$ cat src/rtl/tws_pkg.sv
// Types and constants of the two-wire master sequencer.
// No dependencies; imported by every module of the block.
package tws_pkg;

  // Configuration port address width (four 32-bit registers)
  localparam int unsigned CFG_AW = 4;

  typedef enum logic [1:0] {
    REG_TARGET_ADDRESS = 2'd0,
    REG_SEND_LENGTH    = 2'd1,
    REG_RECEIVE_LENGTH = 2'd2,
    REG_TRANSFER_MODE  = 2'd3
  } reg_e;

  typedef enum logic [1:0] {
    CMD_LOAD  = 2'd0,
    CMD_START = 2'd1,
    CMD_EVENT = 2'd2
  } cmd_e;

  // Transfer modes; the third and fourth codes act as write then read
  localparam logic [1:0] MODE_WRITE = 2'd0;
  localparam logic [1:0] MODE_READ  = 2'd1;

  typedef enum logic [2:0] {
    ACT_NONE  = 3'd0,
    ACT_START = 3'd1,
    ACT_SEND  = 3'd2,
    ACT_ACK   = 3'd3,
    ACT_NACK  = 3'd4,
    ACT_STOP  = 3'd5,
    ACT_END   = 3'd6
  } act_e;

  typedef enum logic [2:0] {
    ERR_NONE      = 3'd0,
    ERR_ARB       = 3'd1,
    ERR_ADDR_NACK = 3'd2,
    ERR_DATA_NACK = 3'd3,
    ERR_NO_INFO   = 3'd4,
    ERR_BUS       = 3'd5,
    ERR_ILLEGAL   = 3'd6
  } err_e;

  // Standard two-wire master status codes
  localparam logic [7:0] ST_BUS_ERR      = 8'h00;
  localparam logic [7:0] ST_START        = 8'h08;
  localparam logic [7:0] ST_RSTART       = 8'h10;
  localparam logic [7:0] ST_SLA_W_ACK    = 8'h18;
  localparam logic [7:0] ST_SLA_W_NACK   = 8'h20;
  localparam logic [7:0] ST_DATA_TX_ACK  = 8'h28;
  localparam logic [7:0] ST_DATA_TX_NACK = 8'h30;
  localparam logic [7:0] ST_ARB_LOST     = 8'h38;
  localparam logic [7:0] ST_SLA_R_ACK    = 8'h40;
  localparam logic [7:0] ST_SLA_R_NACK   = 8'h48;
  localparam logic [7:0] ST_DATA_RX_ACK  = 8'h50;
  localparam logic [7:0] ST_DATA_RX_NACK = 8'h58;
  localparam logic [7:0] ST_NO_INFO      = 8'hF8;

  typedef struct packed {
    logic [6:0] target_address;
    logic [4:0] send_length;
    logic [7:0] receive_length;
    logic [1:0] transfer_mode;
  } cfg_t;

  typedef struct packed {
    logic [7:0] byte_count;
    logic       write_pending;
    logic       read_pending;
    logic       read_dir;
    logic       running;
    err_e       last_error;
  } state_t;

  typedef struct packed {
    act_e       action;
    logic [7:0] tx_byte;
    logic       rx_valid;
    logic [7:0] rx_byte;
    logic [7:0] rx_index;
    logic       finished;
    err_e       error_code;
  } result_t;

endpackage

$ cat src/rtl/tws_step.sv
// Per-beat decision logic of the two-wire master sequencer.
// Depends on tws_pkg; purely combinational, state is held by the top level.
module tws_step import tws_pkg::*; #(
  parameter int unsigned SEND_DEPTH = 16
) (
  input  cfg_t       cfg_i,
  input  state_t     state_i,
  input  logic [1:0] cmd_i,
  input  logic [7:0] status_code_i,
  input  logic [7:0] data_byte_i,
  input  logic [7:0] store_rd_i,
  output state_t     state_o,
  output result_t    result_o
);

  logic [8:0] depth_w;
  logic [8:0] send_len_w;
  logic [8:0] write_len;
  logic [8:0] count_w;
  logic [8:0] rx_len_w;
  logic       advance;

  // Write length is the send length clipped to the store depth
  assign depth_w    = 9'(SEND_DEPTH);
  assign send_len_w = {4'd0, cfg_i.send_length};
  assign write_len  = (send_len_w < depth_w) ? send_len_w : depth_w;
  assign count_w    = {1'b0, state_i.byte_count};
  assign rx_len_w   = {1'b0, cfg_i.receive_length};

  always_comb begin
    state_o  = state_i;
    result_o = '0;
    result_o.action = ACT_NONE;
    advance = 1'b0;

    case (cmd_e'(cmd_i))
      CMD_START: begin
        // Arm the phases and open the first one at once
        state_o.running    = 1'b1;
        state_o.last_error = ERR_NONE;
        state_o.byte_count = '0;
        state_o.write_pending = 1'b0;
        if (cfg_i.transfer_mode == MODE_READ) begin
          state_o.read_dir     = 1'b1;
          state_o.read_pending = 1'b0;
        end else begin
          state_o.read_dir     = 1'b0;
          state_o.read_pending = (cfg_i.transfer_mode != MODE_WRITE);
        end
        result_o.action = ACT_START;
      end
      CMD_EVENT: begin
        if (state_i.running) begin
          case (status_code_i) inside
            ST_START, ST_RSTART: begin
              result_o.action  = ACT_SEND;
              result_o.tx_byte = {cfg_i.target_address, state_i.read_dir};
            end
            ST_ARB_LOST: begin
              state_o.last_error = ERR_ARB;
              state_o.running    = 1'b0;
              result_o.action    = ACT_END;
            end
            ST_SLA_W_ACK, ST_DATA_TX_ACK: begin
              if (state_i.read_dir) begin
                state_o.last_error = ERR_ILLEGAL;
                state_o.running    = 1'b0;
                result_o.action    = ACT_END;
              end else if (count_w < write_len) begin
                result_o.action    = ACT_SEND;
                result_o.tx_byte   = store_rd_i;
                state_o.byte_count = state_i.byte_count + 8'd1;
              end else begin
                advance = 1'b1;
              end
            end
            ST_SLA_W_NACK, ST_SLA_R_NACK: begin
              state_o.last_error = ERR_ADDR_NACK;
              state_o.running    = 1'b0;
              result_o.action    = ACT_STOP;
            end
            ST_DATA_TX_NACK: begin
              state_o.last_error = ERR_DATA_NACK;
              state_o.running    = 1'b0;
              result_o.action    = ACT_STOP;
            end
            ST_SLA_R_ACK: begin
              if (state_i.read_dir) begin
                result_o.action = ((count_w + 9'd1) < rx_len_w) ? ACT_ACK : ACT_NACK;
              end else begin
                state_o.last_error = ERR_ILLEGAL;
                state_o.running    = 1'b0;
                result_o.action    = ACT_END;
              end
            end
            ST_DATA_RX_ACK, ST_DATA_RX_NACK: begin
              if (!state_i.read_dir) begin
                state_o.last_error = ERR_ILLEGAL;
                state_o.running    = 1'b0;
                result_o.action    = ACT_END;
              end else begin
                // Deliver the byte only while inside the receive length
                if (count_w < rx_len_w) begin
                  result_o.rx_valid  = 1'b1;
                  result_o.rx_byte   = data_byte_i;
                  result_o.rx_index  = state_i.byte_count;
                  state_o.byte_count = state_i.byte_count + 8'd1;
                end
                if (status_code_i == ST_DATA_RX_ACK) begin
                  result_o.action = (({1'b0, state_o.byte_count} + 9'd1) < rx_len_w) ?
                                    ACT_ACK : ACT_NACK;
                end else begin
                  advance = 1'b1;
                end
              end
            end
            ST_NO_INFO: begin
              state_o.last_error = ERR_NO_INFO;
              state_o.running    = 1'b0;
              result_o.action    = ACT_END;
            end
            ST_BUS_ERR: begin
              state_o.last_error = ERR_BUS;
              state_o.running    = 1'b0;
              result_o.action    = ACT_STOP;
            end
            default: begin
              state_o.last_error = ERR_ILLEGAL;
              state_o.running    = 1'b0;
              result_o.action    = ACT_END;
            end
          endcase
        end
      end
      default: begin
        // Loads only touch the send store; the unused code does nothing
      end
    endcase

    // Phase done: repeated start into the next phase, or stop
    if (advance) begin
      state_o.byte_count = '0;
      if (state_o.write_pending) begin
        state_o.read_dir      = 1'b0;
        state_o.write_pending = 1'b0;
        result_o.action       = ACT_START;
      end else if (state_o.read_pending) begin
        state_o.read_dir     = 1'b1;
        state_o.read_pending = 1'b0;
        result_o.action      = ACT_START;
      end else begin
        state_o.running = 1'b0;
        result_o.action = ACT_STOP;
      end
    end

    result_o.finished   = !state_o.running;
    result_o.error_code = state_o.last_error;
  end

endmodule

$ cat src/rtl/tws_skid.sv
// Two-entry result buffer between the decision logic and the output port.
// Depends on tws_pkg for the result beat type.
module tws_skid import tws_pkg::*; (
  input  logic    clk_i,
  input  logic    rst_ni,
  input  logic    push_i,
  input  result_t data_i,
  output logic    full_o,
  output logic    valid_o,
  input  logic    stall_i,
  output result_t data_o
);

  logic    head_vld_q;
  logic    tail_vld_q;
  result_t head_q;
  result_t tail_q;
  logic    pop;

  assign pop     = head_vld_q && !stall_i;
  assign full_o  = tail_vld_q;
  assign valid_o = head_vld_q;
  assign data_o  = head_q;

  // Track occupancy; a push never meets a full buffer
  always_ff @(posedge clk_i or negedge rst_ni) begin
    if (!rst_ni) begin
      head_vld_q <= 1'b0;
      tail_vld_q <= 1'b0;
    end else if (pop) begin
      if (tail_vld_q) begin
        tail_vld_q <= push_i;
      end else begin
        head_vld_q <= push_i;
      end
    end else if (push_i) begin
      if (head_vld_q) begin
        tail_vld_q <= 1'b1;
      end else begin
        head_vld_q <= 1'b1;
      end
    end
  end

  // Move beats through the two slots
  always_ff @(posedge clk_i) begin
    if (pop) begin
      if (tail_vld_q) begin
        head_q <= tail_q;
        if (push_i) begin
          tail_q <= data_i;
        end
      end else if (push_i) begin
        head_q <= data_i;
      end
    end else if (push_i) begin
      if (head_vld_q) begin
        tail_q <= data_i;
      end else begin
        head_q <= data_i;
      end
    end
  end

endmodule

$ cat src/rtl/two_wire_master_sequencer.sv
// Two-wire master sequencer: one bus action decided per input beat.
// Results are registered into a two-entry output buffer that absorbs stalls.
// Throughput: one beat per cycle while that buffer is not full, set by the
// single decision stage and the send store's one registered read port.
// Reset clears the registers, the sequencing state and the buffer; the send
// store is not cleared and holds undefined data until loaded.
module two_wire_master_sequencer import tws_pkg::*; #(
  parameter int unsigned SEND_DEPTH = 16
) (
  input  logic              clk_i,
  input  logic              rst_ni,
  // Input channel
  input  logic              in_valid_i,
  output logic              in_stall_o,
  input  logic [1:0]        cmd_i,
  input  logic [7:0]        status_code_i,
  input  logic [7:0]        data_byte_i,
  input  logic [3:0]        load_index_i,
  // Output channel
  output logic              out_valid_o,
  input  logic              out_stall_i,
  output logic [2:0]        action_o,
  output logic [7:0]        tx_byte_o,
  output logic              rx_valid_o,
  output logic [7:0]        rx_byte_o,
  output logic [7:0]        rx_index_o,
  output logic              finished_o,
  output logic [2:0]        error_code_o,
  // Configuration port
  input  logic              psel,
  input  logic              penable,
  input  logic              pwrite,
  input  logic [CFG_AW-1:0] paddr,
  input  logic [31:0]       pwdata,
  output logic [31:0]       prdata,
  output logic              pready
);

  localparam int unsigned AW = (SEND_DEPTH > 1) ? $clog2(SEND_DEPTH) : 1;

  cfg_t       cfg_q;
  state_t     state_q;
  state_t     state_d;
  state_t     state_nxt;
  result_t    result;
  result_t    head;
  logic       accept;
  logic       full;
  logic       cfg_we;
  logic [8:0] load_idx_w;
  logic [8:0] rd_cnt_w;
  logic       store_we;
  logic [AW-1:0] store_wa;
  logic [AW-1:0] store_ra;
  logic [7:0] store_rd_q;
  logic [7:0] store_mem [SEND_DEPTH];

  assign accept     = in_valid_i && !full;
  assign in_stall_o = full;

  // Configuration registers
  assign pready = 1'b1;
  assign cfg_we = psel && penable && pwrite;

  always_ff @(posedge clk_i or negedge rst_ni) begin
    if (!rst_ni) begin
      cfg_q <= '0;
    end else if (cfg_we) begin
      unique case (reg_e'(paddr[3:2]))
        REG_TARGET_ADDRESS: cfg_q.target_address <= pwdata[6:0];
        REG_SEND_LENGTH:    cfg_q.send_length    <= pwdata[4:0];
        REG_RECEIVE_LENGTH: cfg_q.receive_length <= pwdata[7:0];
        REG_TRANSFER_MODE:  cfg_q.transfer_mode  <= pwdata[1:0];
        default: ;
      endcase
    end
  end

  always_comb begin
    unique case (reg_e'(paddr[3:2]))
      REG_TARGET_ADDRESS: prdata = {25'd0, cfg_q.target_address};
      REG_SEND_LENGTH:    prdata = {27'd0, cfg_q.send_length};
      REG_RECEIVE_LENGTH: prdata = {24'd0, cfg_q.receive_length};
      REG_TRANSFER_MODE:  prdata = {30'd0, cfg_q.transfer_mode};
      default:            prdata = '0;
    endcase
  end

  // Decide the action for this beat
  tws_step #(
    .SEND_DEPTH(SEND_DEPTH)
  ) u_step (
    .cfg_i         (cfg_q),
    .state_i       (state_q),
    .cmd_i         (cmd_i),
    .status_code_i (status_code_i),
    .data_byte_i   (data_byte_i),
    .store_rd_i    (store_rd_q),
    .state_o       (state_nxt),
    .result_o      (result)
  );

  assign state_d = accept ? state_nxt : state_q;

  // Hold the sequencing state
  always_ff @(posedge clk_i or negedge rst_ni) begin
    if (!rst_ni) begin
      state_q <= '0;
    end else begin
      state_q <= state_d;
    end
  end

  // Send store: load port, and a read of the entry at the next byte count
  assign load_idx_w = {5'd0, load_index_i};
  assign store_we   = accept && (cmd_e'(cmd_i) == CMD_LOAD) &&
                      (load_idx_w < 9'(SEND_DEPTH));
  assign store_wa   = load_idx_w[AW-1:0];
  assign rd_cnt_w   = {1'b0, state_d.byte_count};
  assign store_ra   = (rd_cnt_w < 9'(SEND_DEPTH)) ? rd_cnt_w[AW-1:0] : '0;

  always_ff @(posedge clk_i) begin
    if (store_we) begin
      store_mem[store_wa] <= data_byte_i;
    end
    store_rd_q <= (store_we && (store_wa == store_ra)) ? data_byte_i : store_mem[store_ra];
  end

  // Buffer result beats toward the output
  tws_skid u_skid (
    .clk_i   (clk_i),
    .rst_ni  (rst_ni),
    .push_i  (accept),
    .data_i  (result),
    .full_o  (full),
    .valid_o (out_valid_o),
    .stall_i (out_stall_i),
    .data_o  (head)
  );

  assign action_o     = head.action;
  assign tx_byte_o    = head.tx_byte;
  assign rx_valid_o   = head.rx_valid;
  assign rx_byte_o    = head.rx_byte;
  assign rx_index_o   = head.rx_index;
  assign finished_o   = head.finished;
  assign error_code_o = head.error_code;

endmodule

$ cat config.mk
export PLATFORM = sky130hd
export DESIGN_NAME = two_wire_master_sequencer
export DESIGN_NICKNAME = d
export VERILOG_FILES = /design/src/rtl/tws_pkg.sv /design/src/rtl/tws_step.sv /design/src/rtl/tws_skid.sv /design/src/rtl/two_wire_master_sequencer.sv
export SDC_FILE = /design/constraint.sdc
export NUM_CORES = 1
export LEC_CHECK = 0
export ABC_AREA = 1
export BUFFER_PORTS_ARGS = -buffer_cell sky130_fd_sc_hd__buf_2
export CORE_ASPECT_RATIO = 2
export CORE_MARGIN = 1
export CORE_UTILIZATION = 35
export CTS_CLUSTER_DIAMETER = 120
export DETAILED_ROUTE_END_ITERATION = 8
export MAX_ROUTING_LAYER = met4
export PLACE_DENSITY_LB_ADDON = 0.3
export SYNTH_ARGS = -nofsm -noshare
export SYNTH_HDL_FRONTEND = slang
export SYNTH_SLANG_ARGS = --single-unit
$ cat constraint.sdc
create_clock -name clk_i -period 3.4 [get_ports clk_i]
set_input_delay 0.17 -clock clk_i [delete_from_list [all_inputs] [get_ports clk_i]]
set_output_delay 0.17 -clock clk_i [all_outputs]
set_load 0.01 [all_outputs]
# Word level (Yosys, flattened, before mapping)
# Memories as Yosys holds them, arrays and structs flattened. A register that Yosys moved wholly into a read port is not among the register bits.
# Cells that the tools add are included.
classes:
  addsub: 3
  order_cmp: 7
  eq_ne: 22
  mux: 114
  n_reduce_logical: 28
ops:
  columns: ["operator", "n"]
  rows:
  - ["$mux 32", 9]
  - ["$mux 8", 26]
  - ["$mux 17", 9]
  - ["$pmux 32 s4", 1]
  - ["$mux 3", 18]
  - ["$mux 4", 11]
  - ["$eq 8x6->1 const B", 4]
  - ["$eq 8x7->1 const B", 4]
  - ["$mux 28", 1]
  - ["$mux 1", 27]
  - ["$mux 25", 1]
  - ["$add 8x1->9 const B", 2]
  - ["$lt 9x8->1", 2]
  - ["$eq 8x5->1 const B", 2]
  - ["$pmux 8 s2", 1]
  - ["$mux 15", 1]
  - ["$mux 12", 1]
  - ["$reduce_and 2->1", 6]
  - ["$mux 10", 1]
  - ["$lt 8x9->1", 1]
  - ["$add 8x1->8 const B", 1]
  - ["$eq 8x4->1 const B", 1]
  - ["$eq 8x8->1 const B", 1]
  - ["$logic_not 8->1", 1]
  - ["19 further kinds", 42]
word_totals:
  ff_bits: 103
  ram_bits: 128
  out_inout_bits: 67
  n_memories: 1
mem_list:
  columns: ["name", "words", "width", "rd", "rd_ports_with_merged_regs", "wr", "line_no", "source"]
  rows:
  - ["store_mem", 16, 8, 1, 1, 1, "two_wire_master_sequencer.sv:56", "logic [7:0] store_mem [SEND_DEPTH];"]

# Depth between registers and ports, before layout
# Gate-level depths: netlist of run 1.
logic_depth:
  word_depth: 30
  ltp_mapped: 35
  mapped_depth_nobuf: 34

# Modules after synthesis
# Synthesis of run 1 repeated with hierarchy kept, for this count alone.
hier_totals:
  hier_cells: 1359
  area_unflattened_um2: 12349.3
modules_own_cells:
  columns: ["mod", "n_inst", "cells_per_inst", "area_each_um2", "seq_area_each_um2"]
  rows:
  - ["two_wire_master_sequencer", 1, 761, 7469.7, 4849.7]
  - ["tws_skid", 1, 191, 2592.5, 1971.9]
  - ["tws_step", 1, 407, 2287.2, 0.0]

# Least setup slack after synthesis of run 1
# OpenSTA, ideal clock, no wires.
synth_path:
  kind: "register to register"
  start: "reg cfg_q[7] (netlist bit)"
  end: "reg u_skid.head_q, in the netlist u_skid.data_o[31], data pin"
  arrival_time_ps: 3527
  required_time_ps: 3148
  setup_slack_ps: -379
  path_stages_with_launch: 33
  period_less_slack_ps: 3779
  path_cell_list: "dfrtp_1 inv_1 ha_1 a21oi_1 nor2_1 nor3_4 nand2_4 buf_8 inv_1 ha_1 ha_1 nand3_1 nor2_4 xor2_1 ha_1 nand2_1 inv_1 o21ai_0 nand4_1 nand3_1 nand3_1 a21oi_1 nand2_2 nand2_1 nand2_1 nand2_1 nand2_1 nand2_1 nand2_1 nand2_1 nand2_2 nand2_1 nand2_1"
synth_rtl:
  columns: ["element", "line_no", "source"]
  rows:
  - ["start, declared", "two_wire_master_sequencer.sv:41", "cfg_t cfg_q;"]
  - ["end signal, assigned", "tws_skid.sv:49", "head_q <= tail_q;"]
  - ["end signal, assigned", "tws_skid.sv:54", "head_q <= data_i;"]
  - ["end signal, assigned", "tws_skid.sv:60", "head_q <= data_i;"]
  - ["end, declared", "tws_skid.sv:16", "result_t head_q;"]

==> results of run 1 <==
-- area by class of cell --
type / instances / area, um^2
clock buffers: 32 / 628
fillers: 3145 / 18600
inverters: 129 / 488
multi-input cells: 732 / 4050
flip-flops and latches: 235 / 6820
repair buffers: 152 / 1010
well taps: 427 / 534
clock inverters: 8 / 56.3
-- cell families (layout without fill, tap and decap cells) --
group | count (synthesis) | in the layout | share of synthesized area [%]
AO/OA/AOI/OAI | 214 | 214 | 11.6
multiplexers | 2 | 2 | 0.175
flip-flops | 235 | 235 | 59.6
XOR/XNOR | 9 | 9 | 0.689
other | 2 | 25 | 0.0656
AND/OR/NAND/NOR | 451 | 451 | 17.3
buffers and inverters | 191 | 321 | 7.22
adder cells (fa/ha/maj) | 31 | 31 | 3.39
-- path summary, 6_finish.rpt --
check | from | endpoint | slack [ns] | depth (start not counted)
max | state_q[10] | u_skid.data_o[29] | -0.22 | 29
min | pwdata[2] | cfg_q[4] | 0.01 | 3
max reg2reg | state_q[10] | u_skid.data_o[29] | -0.22 | 29
min reg2reg | state_q[6] | state_q[6] | 0.50 | 2
max in group asynchronous | rst_ni | state_q[8] | 2.47 | 2
min in group asynchronous | rst_ni | cfg_q[9] | 0.33 | 2
-- cells in the mapped netlist, types with 3 or more instances --
cell type,instances,area [um^2]
dfxtp_1,4,80.1
clkbuf_1,27,101
edfxtp_1,192,5770
ha_1,31,388
inv_1,107,402
nor2_2,10,62.6
o21ai_0,72,360
o22ai_1,3,18.8
a21oi_2,4,35.0
o31ai_1,7,52.6
o211ai_1,9,67.6
nand3_1,23,115
nand2_1,247,927
a221oi_1,16,140
nor3_1,14,70.1
a21oi_1,66,330
inv_2,19,71.3
nand2_2,12,75.1
nand4_1,9,56.3
o221ai_1,18,158
nor2_4,5,56.3
xor2_1,8,70.1
buf_4,25,188
nor2_1,113,424
nand2_4,6,67.6
o21ai_1,3,15.0
dfrtp_1,39,976
buf_1,6,22.5
-- power groups by stage --
stage	Combinational (uW)	Sequential [uW]	Clock (uW)
floorplan	860	3710	0
global placement	1520	3690	0
detailed placement	1530	3700	0
CTS	1580	3640	2400
global route	1770	3660	2480
finish	1580	3630	2360
-- worst reg2reg max path: cells and delay by family (launching register included) --
family          cells  cell delay (ns)
compound gates      2             0.39
xor+xnor            1             0.15
fa+ha+maj           4             0.96
buf+inv             3             0.12
flops               1             0.41
simple gates       19             1.49
-- repair_timing --
action | 4_1_cts | 5_1_grt
hold buffers | 7 | 0
endpoints found under the hold margin | 50 | 0
pin swaps | 16 | 12
resized for setup | 10 | 13
setup buffers | 2 | 2
endpoints found under the setup margin | 6 | 6
-- per-layer routing --
layer / global-route usage (%) / part of all wire (%)
met4: 12.8 / 6.7
met1: 18.3 / 32
met3: 1.60 / 3.0
met2: 39.6 / 58
met5: - / 0
-- sequential cells by signal (all words and copies together), names as in the netlist, named ones only --
register and cells:
u_skid.full_o 1, cfg_q 22, store_mem 128, u_skid.valid_o 1, state_q 15, u_skid.data_o 32, u_skid.tail_q 32
-- metrics by stage --
stage	total power, uW	setup WS (ns)	util (%)	cells	TNS (ns)
final	7570	-0.219	42.2	1715	-0.696
after global routing	7910	-0.533	42.2	1715	-2.58
after CTS	7610	-0.232	41.9	1713	-0.790
after detailed placement	5230	-0.397	39.4	1664	-1.79
after global placement	5200	-0.349	39.4	1664	-1.44
after floorplan	4570	-0.228	-	1158	-0.746
==> summary.txt, run 1 <==
Run status
  – Status: finished, violations left
  – Failing checks: setup timing

Timing
  – Clock skew: 0.0240 ns
  – Minimum clock period after layout: ~3.6 ns
  – Final setup viols: 6
  – Hold WS: 0.0131 ns
  – Final Hold Fails: 0
  – Final Max Tran Viols: 0
  – Slew headroom: between 20 and 25%
  – Final worst setup slack: -0.219 ns
  – Fin crit share: 106%
  – RSZ-0062 raised after global routing: true
  – Max Fclk: 276 MHz
  – Measured slew at the worst slew-check pin: 1.16 ns

Setup path
  – Peak fanout along the critical path: 4
  – Kind of end point of the critical path: register
  – CP Data Required Time: around 3.8 ns
  – CP dominant cell by count: nand2_1
  – CP max stage cell: dfrtp_1
  – WS Path Type: register to register
  – Worst path top cell family by delay: simple AND/OR/NAND/NOR gates
  – Crit start category: register
  – Buf/Inv on CP: 3
  – Largest stage delay, worst path: 0.41 ns
  – CP arrival: 4.02 ns

Placement
  – Dpl cell area: 12,700 um^2
  – Final Wtd Congestion: just under 1
  – HPWL Detailed: roughly 24,000 um
  – Port bufs: 80

Power
  – Worst ir drop on vdd: 0.298 mV
  – Switch share: between 20% and 30%
  – P per Cell Area: roughly 560 nW/um^2
  – Switching pwr: around 2300 uW
  – Combinational Power Share: 20.8%
  – Sequential power share: 48.0%
  – Clock group share of total power: 31.2%
  – Internal power: 5310 uW
  – Leakage: about 0.0056 uW

Finish
  – ANT cells: 0
  – Cell area after layout: 13,600 um^2
  – Layout cell share with drive strength beyond 1: 21.4%
  – P&R area growth vs syn: 18.7%
  – Nets: about 1,400
  – Most frequent cells in the layout: nand2_1, edfxtp_1, nor2_1
  – Most common cell after layout, fill and taps aside: nand2_1

Synth
  – Yosys warnings: 0
  – Flops & latches, synth: 235
  – Post-synth EDFFs: 192
  – Post-synthesis sequential area ratio: between 50% and 60%
  – Ys flop type: edfxtp_1
  – Synth cell types: 55
  – Syn avg cell area: 10.1 um^2
  – Mapped Cells: around 1,100
  – Asr flop ratio synth: 16.6%
  – Mapped cell area: 11,400 um^2

Clock network
  – CTS sink count: 235
  – H-Tree Depth: 1
  – Reg clk slew, reported paths: 0.06 ns
  – Worst-Skew Late Latency: 0.53 ns
  – Total CTS buffers: 22
  – CTS tree: done
  – Clock Path Buffers: 3
  – CTS Root Cell: clkbuf_16

Routing
  – Routed wire length: 31,900 um
  – Via Count: roughly 8,500
  – Vias/cell: 4.93
  – Drt drc: 0
  – Post-route ant nets: 0
  – Routed len/inst: 18.6 um
  – Initial drt markers: 385
  – DR pass1 iterations: 5

GRT
  – First-pass GRT wire length: 48,500 um
  – Antenna violations before repair: 0
  – Vias in the first global route: 8,652
  – Total grt overflow: 0
  – All-Layer GR Usage: around a fifth
  – Largest net degree at the start of global routing: 59

Die
  – CORE AREA: 32,200 um^2
  – # rows: 93
  – Die ar.: roughly 33,000 um^2
  – Die Wd: 130 um
  – IO Pins: about 130
  – Die height: around 260 um
  – Initial core utilization: 35.5%

Worst hold path
  – Worst Hold Class: input pin to register

Flow run
  – Max-Cap Viols: 0
Power figures use the tool's default switching activity.
==> run 2: changes to the inputs <==
Settings changed: SETUP_SLACK_MARGIN set to 0.4, TNS_END_PERCENT set to 10.
==> run 2 against run 1 <==
Net effect: the run still ends with setup timing left; global-route usage grew 0.17 points; first-iteration DRC count shrank 2.3%; total power grew 0.58%; critical path type unchanged; sequential power is essentially flat; largest cell class unchanged; worst hold slack lost 0.011 ns; clock power grew 2%; highest routed layer unchanged; non-clock buffer count grew 15; count of clock-buffer cells in the layout shrank 5; critical endpoint is now u_skid.data_o[31]; critical path depth grew 3; routed wire length grew 0.72%.
==> summary.txt, run 2 (synthesis results as in run 1) <==
Run status
  – Status: finished, violations left
  – Failing checks: setup timing

Die
  – Die ar.: 33,500 um^2
  – IO Pins: 132
  – Die height: about 260 um
  – Initial core utilization: 35.5%
  – Die Wd: 130 um
  – CORE AREA: 32,200 um^2
  – # rows: a little over 90

Clock network
  – Reg clk slew, reported paths: roughly 0.07 ns
  – Total CTS buffers: 21
  – CTS tree: done
  – CTS sink count: between 200 and 250
  – Worst-Skew Late Latency: 0.53 ns
  – H-Tree Depth: 1
  – Clock Path Buffers: 3
  – CTS Root Cell: clkbuf_16

Routing
  – WL met2: 18,500 um
  – DR pass1 iterations: 5
  – Initial drt markers: between 300 and 400
  – Drt drc: 0
  – Via Count: 8,561
  – Routed len/inst: 18.6 um
  – Post-route ant nets: 0
  – DR top layer: met4
  – Met1 Wirelength: a little over 10,000 um
  – Vias/cell: 4.95
  – Routed wire length: 32,100 um
  – WL met3: 859 um

Timing
  – Fin crit share: 107%
  – Clock skew: 0.0198 ns
  – Final Hold Fails: 0
  – Hold WS: 0.00219 ns
  – Measured slew at the worst slew-check pin: 1.18 ns
  – Minimum clock period after layout: 3.64 ns
  – RSZ-0062 raised after global routing: true
  – Max Fclk: 275 MHz
  – Final Max Tran Viols: 0
  – Slew headroom: approximately a fifth
  – Final setup viols: 6
  – Final worst setup slack: -0.236 ns

Placement
  – Dpl cell area: 12,800 um^2
  – Final Wtd Congestion: roughly 0.99
  – HPWL Detailed: ~24,000 um
  – Port bufs: 80

GRT
  – Vias in the first global route: 8,610
  – All-Layer GR Usage: 20.5%
  – First-pass GRT wire length: between 40,000 and 50,000 um
  – Largest net degree at the start of global routing: 65
  – Total grt overflow: 0
  – Antenna violations before repair: 0

Finish
  – Cell area after layout: about 14,000 um^2
  – P&R area growth vs syn: 19.3%
  – Area of the multi-input gates: 4030 um^2
  – Most common cell after layout, fill and taps aside: nand2_1
  – FILL cells: 3,093
  – Final core utilization: 42.4%
  – ANT cells: 0
  – Most frequent cells in the layout: nand2_1, edfxtp_1, nor2_1
  – FF/Latch Area: 6820 um^2
  – Max reg flops: 128
  – Most flop-heavy register: store_mem
  – Layout cell share with drive strength beyond 1: between 20% and 30%
  – Nets: 1,382

Worst hold path
  – Worst hold start: pwdata[0]
  – Worst Hold Class: input pin to register

Power
  – Worst ir drop on vdd: 0.265 mV
  – P per Cell Area: about 560 nW/um^2
  – Leakage: approximately 0.0057 uW
  – Design Power: 7610 uW

Setup path
  – Kind of end point of the critical path: register
  – WS Path Type: register to register
  – Largest stage delay, worst path: 0.35 ns
  – CP dominant cell by count: nand2_1
  – CP Launch Point: cfg_q[3]
  – R2R Path Start: cfg_q[3]
  – CP Data Required Time: 3.68 ns
  – CP max stage cell: dfrtp_1
  – Peak fanout along the critical path: 4
  – CP arrival: 3.92 ns
  – Crit start category: register

Flow run
  – Max-Cap Viols: 0
==> run 2: cell count changes in the layout (fill, tap and decap cells not counted), moves of 2 or more <==
cell	delta
inv_1	+6
buf_4	+16
clkinv_2	+3
bufinv_16	+2
inv_2	-6
nand2_1	+3
clkbuf_8	-3
clkinv_1	-2
nand2_2	-3
==> run 2: what timing repair did <==
| action | CTS | global route |
|---|---|---|
| gates resized for setup | 10 | 2 |
| hold endpoints to repair | 49 | 0 |
| endpoints found under the setup margin | 6 | 10 |
| pin swaps | 9 | 3 |
| hold buffers | 7 | 0 |
| setup buffers | 1 | 2 |
==> run 2: routing by layer <==
| layer | global-route usage, % | up-vias |
|---|---|---|
| met2 | 39.5 | 219 |
| met3 | 1.74 | 95 |
| li1 | - | 4135 |
| met1 | 18.0 | 4112 |
| met5 | - | - |
| met4 | 14.7 | 0 |
==> run 2: final cells by class <==
cell class              instances  area share [%]
repair buffers                167            8.12
well taps                     427            3.91
multi-input cells             732            29.5
inverters                     129            3.57
clock buffers                  27            4.09
clock inverters                11           0.843
flip-flops and latches        235            50.0
==> run 2: report_power, final <==
| group | leakage, uW | internal [uW] | switching [uW] | total [uW] |
|---|---|---|---|---|
| Clock | 0.000333 | 1320 | 1080 | 2400 |
| Combinational | 0.00304 | 558 | 1020 | 1580 |
| Sequential | 0.00231 | 3460 | 168 | 3630 |
| Total | 0.00568 | 5340 | 2270 | 7610 |
==> run 2: final timing paths <==
path | to | slack [ns] | depth (start not counted)
min reg2reg | cfg_q[8] | 0.49 | 2
max in group asynchronous | cfg_q[10] | 2.47 | 2
min in group asynchronous | cfg_q[6] | 0.34 | 2
max | u_skid.data_o[31] | -0.24 | 32
min | cfg_q[15] | 0.002 | 3
max reg2reg | u_skid.data_o[31] | -0.24 | 32
==> run 2: per-stage QoR <==
step | setup TNS, ns | setup slack (ns) | std cells
global route | -2.85 | -0.616 | 1728
detailed placement | -1.70 | -0.395 | 1680
finish | -0.727 | -0.236 | 1728
global placement | -1.38 | -0.349 | 1680
floorplan | -0.732 | -0.229 | 1158
CTS | -0.914 | -0.263 | 1726
==> run 2: critical path, delay by kind of cell, from the launching register on <==
| family | cells | cell delay, ns |
|---|---|---|
| flip-flops | 1 | 0.35 |
| buffers and inverters | 3 | 0.22 |
| XOR/XNOR | 1 | 0.15 |
| adder cells (fa/ha/maj) | 4 | 0.93 |
| AO/OA/AOI/OAI | 1 | 0.18 |
| AND/OR/NAND/NOR | 23 | 1.56 |
==> run 3: changes to the inputs <==
Clock period 3.4 ns to 4.5 ns, I/O delays scaled along.
==> run 3 against run 2 <==
Net effect: the run now ends clean; die area did not move; critical path depth shrank 4; worst hold slack improved by 0.027 ns; cell count decreased by 3.3%; total power shrank 23%; critical endpoint unchanged.
==> summary.txt, run 3 (synthesis results as in run 1) <==
Finish
  – Layout cell share with drive strength beyond 1: 19.1%
  – Nets: ~1,300
  – Most flop-heavy register: store_mem
  – Most common cell after layout, fill and taps aside: nand2_1
  – Area of the multi-input gates: 4040 um^2
  – Most frequent cells in the layout: nand2_1, edfxtp_1, nor2_1
  – P&R area growth vs syn: 15.8%
  – ANT cells: 0
  – FF/Latch Area: 6820 um^2
  – FILL cells: 3,175
  – Fin cells: approximately 1,700
  – Max reg flops: 128

Placement
  – Placed insts: 1,622
  – Final Wtd Congestion: 0.947
  – Port bufs: 80
  – HPWL Detailed: 22,600 um

Routing
  – Vias/cell: 4.98
  – Routed len/inst: ~18 um
  – DR pass1 iterations: 5
  – Drt drc: 0
  – Post-route ant nets: 0
  – Via Count: 8,316
  – Initial drt markers: 589
  – Routed wire length: 30,600 um

Die
  – Die ar.: 33,500 um^2
  – # rows: 93
  – IO Pins: 132
  – Die height: ~260 um
  – Initial core utilization: 35.5%
  – Die Wd: 130 um
  – CORE AREA: between 30,000 and 40,000 um^2

Setup path
  – Peak fanout along the critical path: 8
  – CP arrival: 4.15 ns
  – CP dominant cell by count: nand2_1
  – CP Data Required Time: 4.78 ns
  – WS Path Type: register to register
  – Largest stage delay, worst path: between 0.4 and 0.5 ns
  – Kind of end point of the critical path: register
  – Crit start category: register
  – CP max stage cell: dfrtp_1

Clock network
  – Reg clk slew, reported paths: around 0.070 ns
  – CTS Root Cell: clkbuf_16
  – Clock Path Buffers: 3
  – H-Tree Depth: 1
  – Total CTS buffers: 21
  – CTS tree: done
  – Worst-Skew Late Latency: 0.53 ns
  – CTS sink count: 235

Timing
  – Max Fclk: 259 MHz
  – RSZ-0062 raised after global routing: false
  – Measured slew at the worst slew-check pin: between 1 and 1.5 ns
  – Minimum clock period after layout: 3.87 ns
  – Final Hold Fails: 0
  – Clock skew: 0.0251 ns
  – Total negative slack: 0 ns
  – Fin crit share: a little under nine tenths
  – Final Max Tran Viols: 0
  – Slew headroom: 22.7%
  – Hold WS: between 0.02 and 0.03 ns
  – Final setup viols: 0

Power
  – Worst ir drop on vdd: 0.238 mV
  – Leakage: 0.00540 uW
  – P per Cell Area: roughly 440 nW/um^2
  – Design Power: 5850 uW

GRT
  – Vias in the first global route: approximately 8,500
  – Total grt overflow: 0
  – Largest net degree at the start of global routing: 65
  – First-pass GRT wire length: ~47,000 um
  – All-Layer GR Usage: approximately a fifth
  – Antenna violations before repair: 0

Worst hold path
  – Worst Hold Class: input pin to register

Flow run
  – Max-Cap Viols: 0

Run status
  – Status: complete, no violations
[run 3: cell count changes in the layout (fill, tap and decap cells not counted), moves of 2 or more]
cell	before	now
inv_2	21	29
clkinv_2	7	4
a21oi_2	6	4
a21oi_4	2	4
dlygate4sd3_1	7	3
buf_4	77	27
buf_12	3	0
clkinv_1	2	4
inv_1	104	97
bufinv_16	2	5
clkbuf_1	5	2
clkinvlp_4	1	4
[run 3: area by class of cell]
cell class / instances / share of cell area [%]
Clock buffer: 23 / 4.02
Multi-Input combinational cell: 732 / 30.4
Timing Repair Buffer: 110 / 4.78
Inverter: 129 / 3.66
Sequential cell: 235 / 51.5
Tap cell: 427 / 4.03
Clock inverter: 15 / 1.60
[run 3: power by group]
part	switching (uW)	internal, uW	leakage, uW
Combinational	761	380	0.00275
Sequential	137	2620	0.00231
Clock	805	1150	0.000352
[run 3: repair_timing]
| item | in CTS | in global routing |
|---|---|---|
| hold buffers | 3 | 0 |
| pin swaps | 0 | 17 |
| setup buffers | 0 | 8 |
| hold endpoints to repair | 42 | 0 |
| endpoints found under the setup margin | 3 | 6 |
| resized for setup | 1 | 34 |
[run 3: metal layers]
layer / global-route usage, % / up-vias / routed length [um] / share of wire, %
met4: 15.5 / 0 / 2770 / 9.0
met5: - / - / 0 / 0
met3: 1.70 / 95 / 901 / 2.9
met2: 35.9 / 242 / 16900 / 55
met1: 17.8 / 3949 / 10100 / 33
li1: - / 4030 / - / -
[run 3: final timing paths]
kind	slack, ns	cells past startpoint	end	start
worst min-delay path	0.03	3	u_skid.valid_o	out_stall_i
worst max-delay path	0.63	28	u_skid.data_o[31]	state_q[12]
worst max register to register	0.63	28	u_skid.data_o[31]	state_q[12]
max in group asynchronous	3.51	2	state_q[6]	rst_ni
worst min register to register	0.51	2	cfg_q[3]	cfg_q[3]
min in group asynchronous	0.39	2	cfg_q[9]	rst_ni
[run 3: metrics by stage]
stage	cell area (um^2)	utilization, %	setup slack (ns)
2_1_floorplan	11500	-	0.721
3_3_place_gp	12300	38.1	0.342
3_5_place_dp	12300	38.1	0.321
4_1_cts	13100	40.5	0.422
5_1_grt	13300	41.1	0.363
6_report	13300	41.1	0.632
[run 3: worst max-delay path: cells and delay by family, from the launching register on]
family                     cells  cell delay (ns)
buffers and inverters          2             0.23
adders and majority gates      2             0.59
DFF                            1             0.43
and+or+nand+nor               19             1.43
xor gates and xnor gates       1             0.17
AOI/OAI and AO/OA              4             0.79
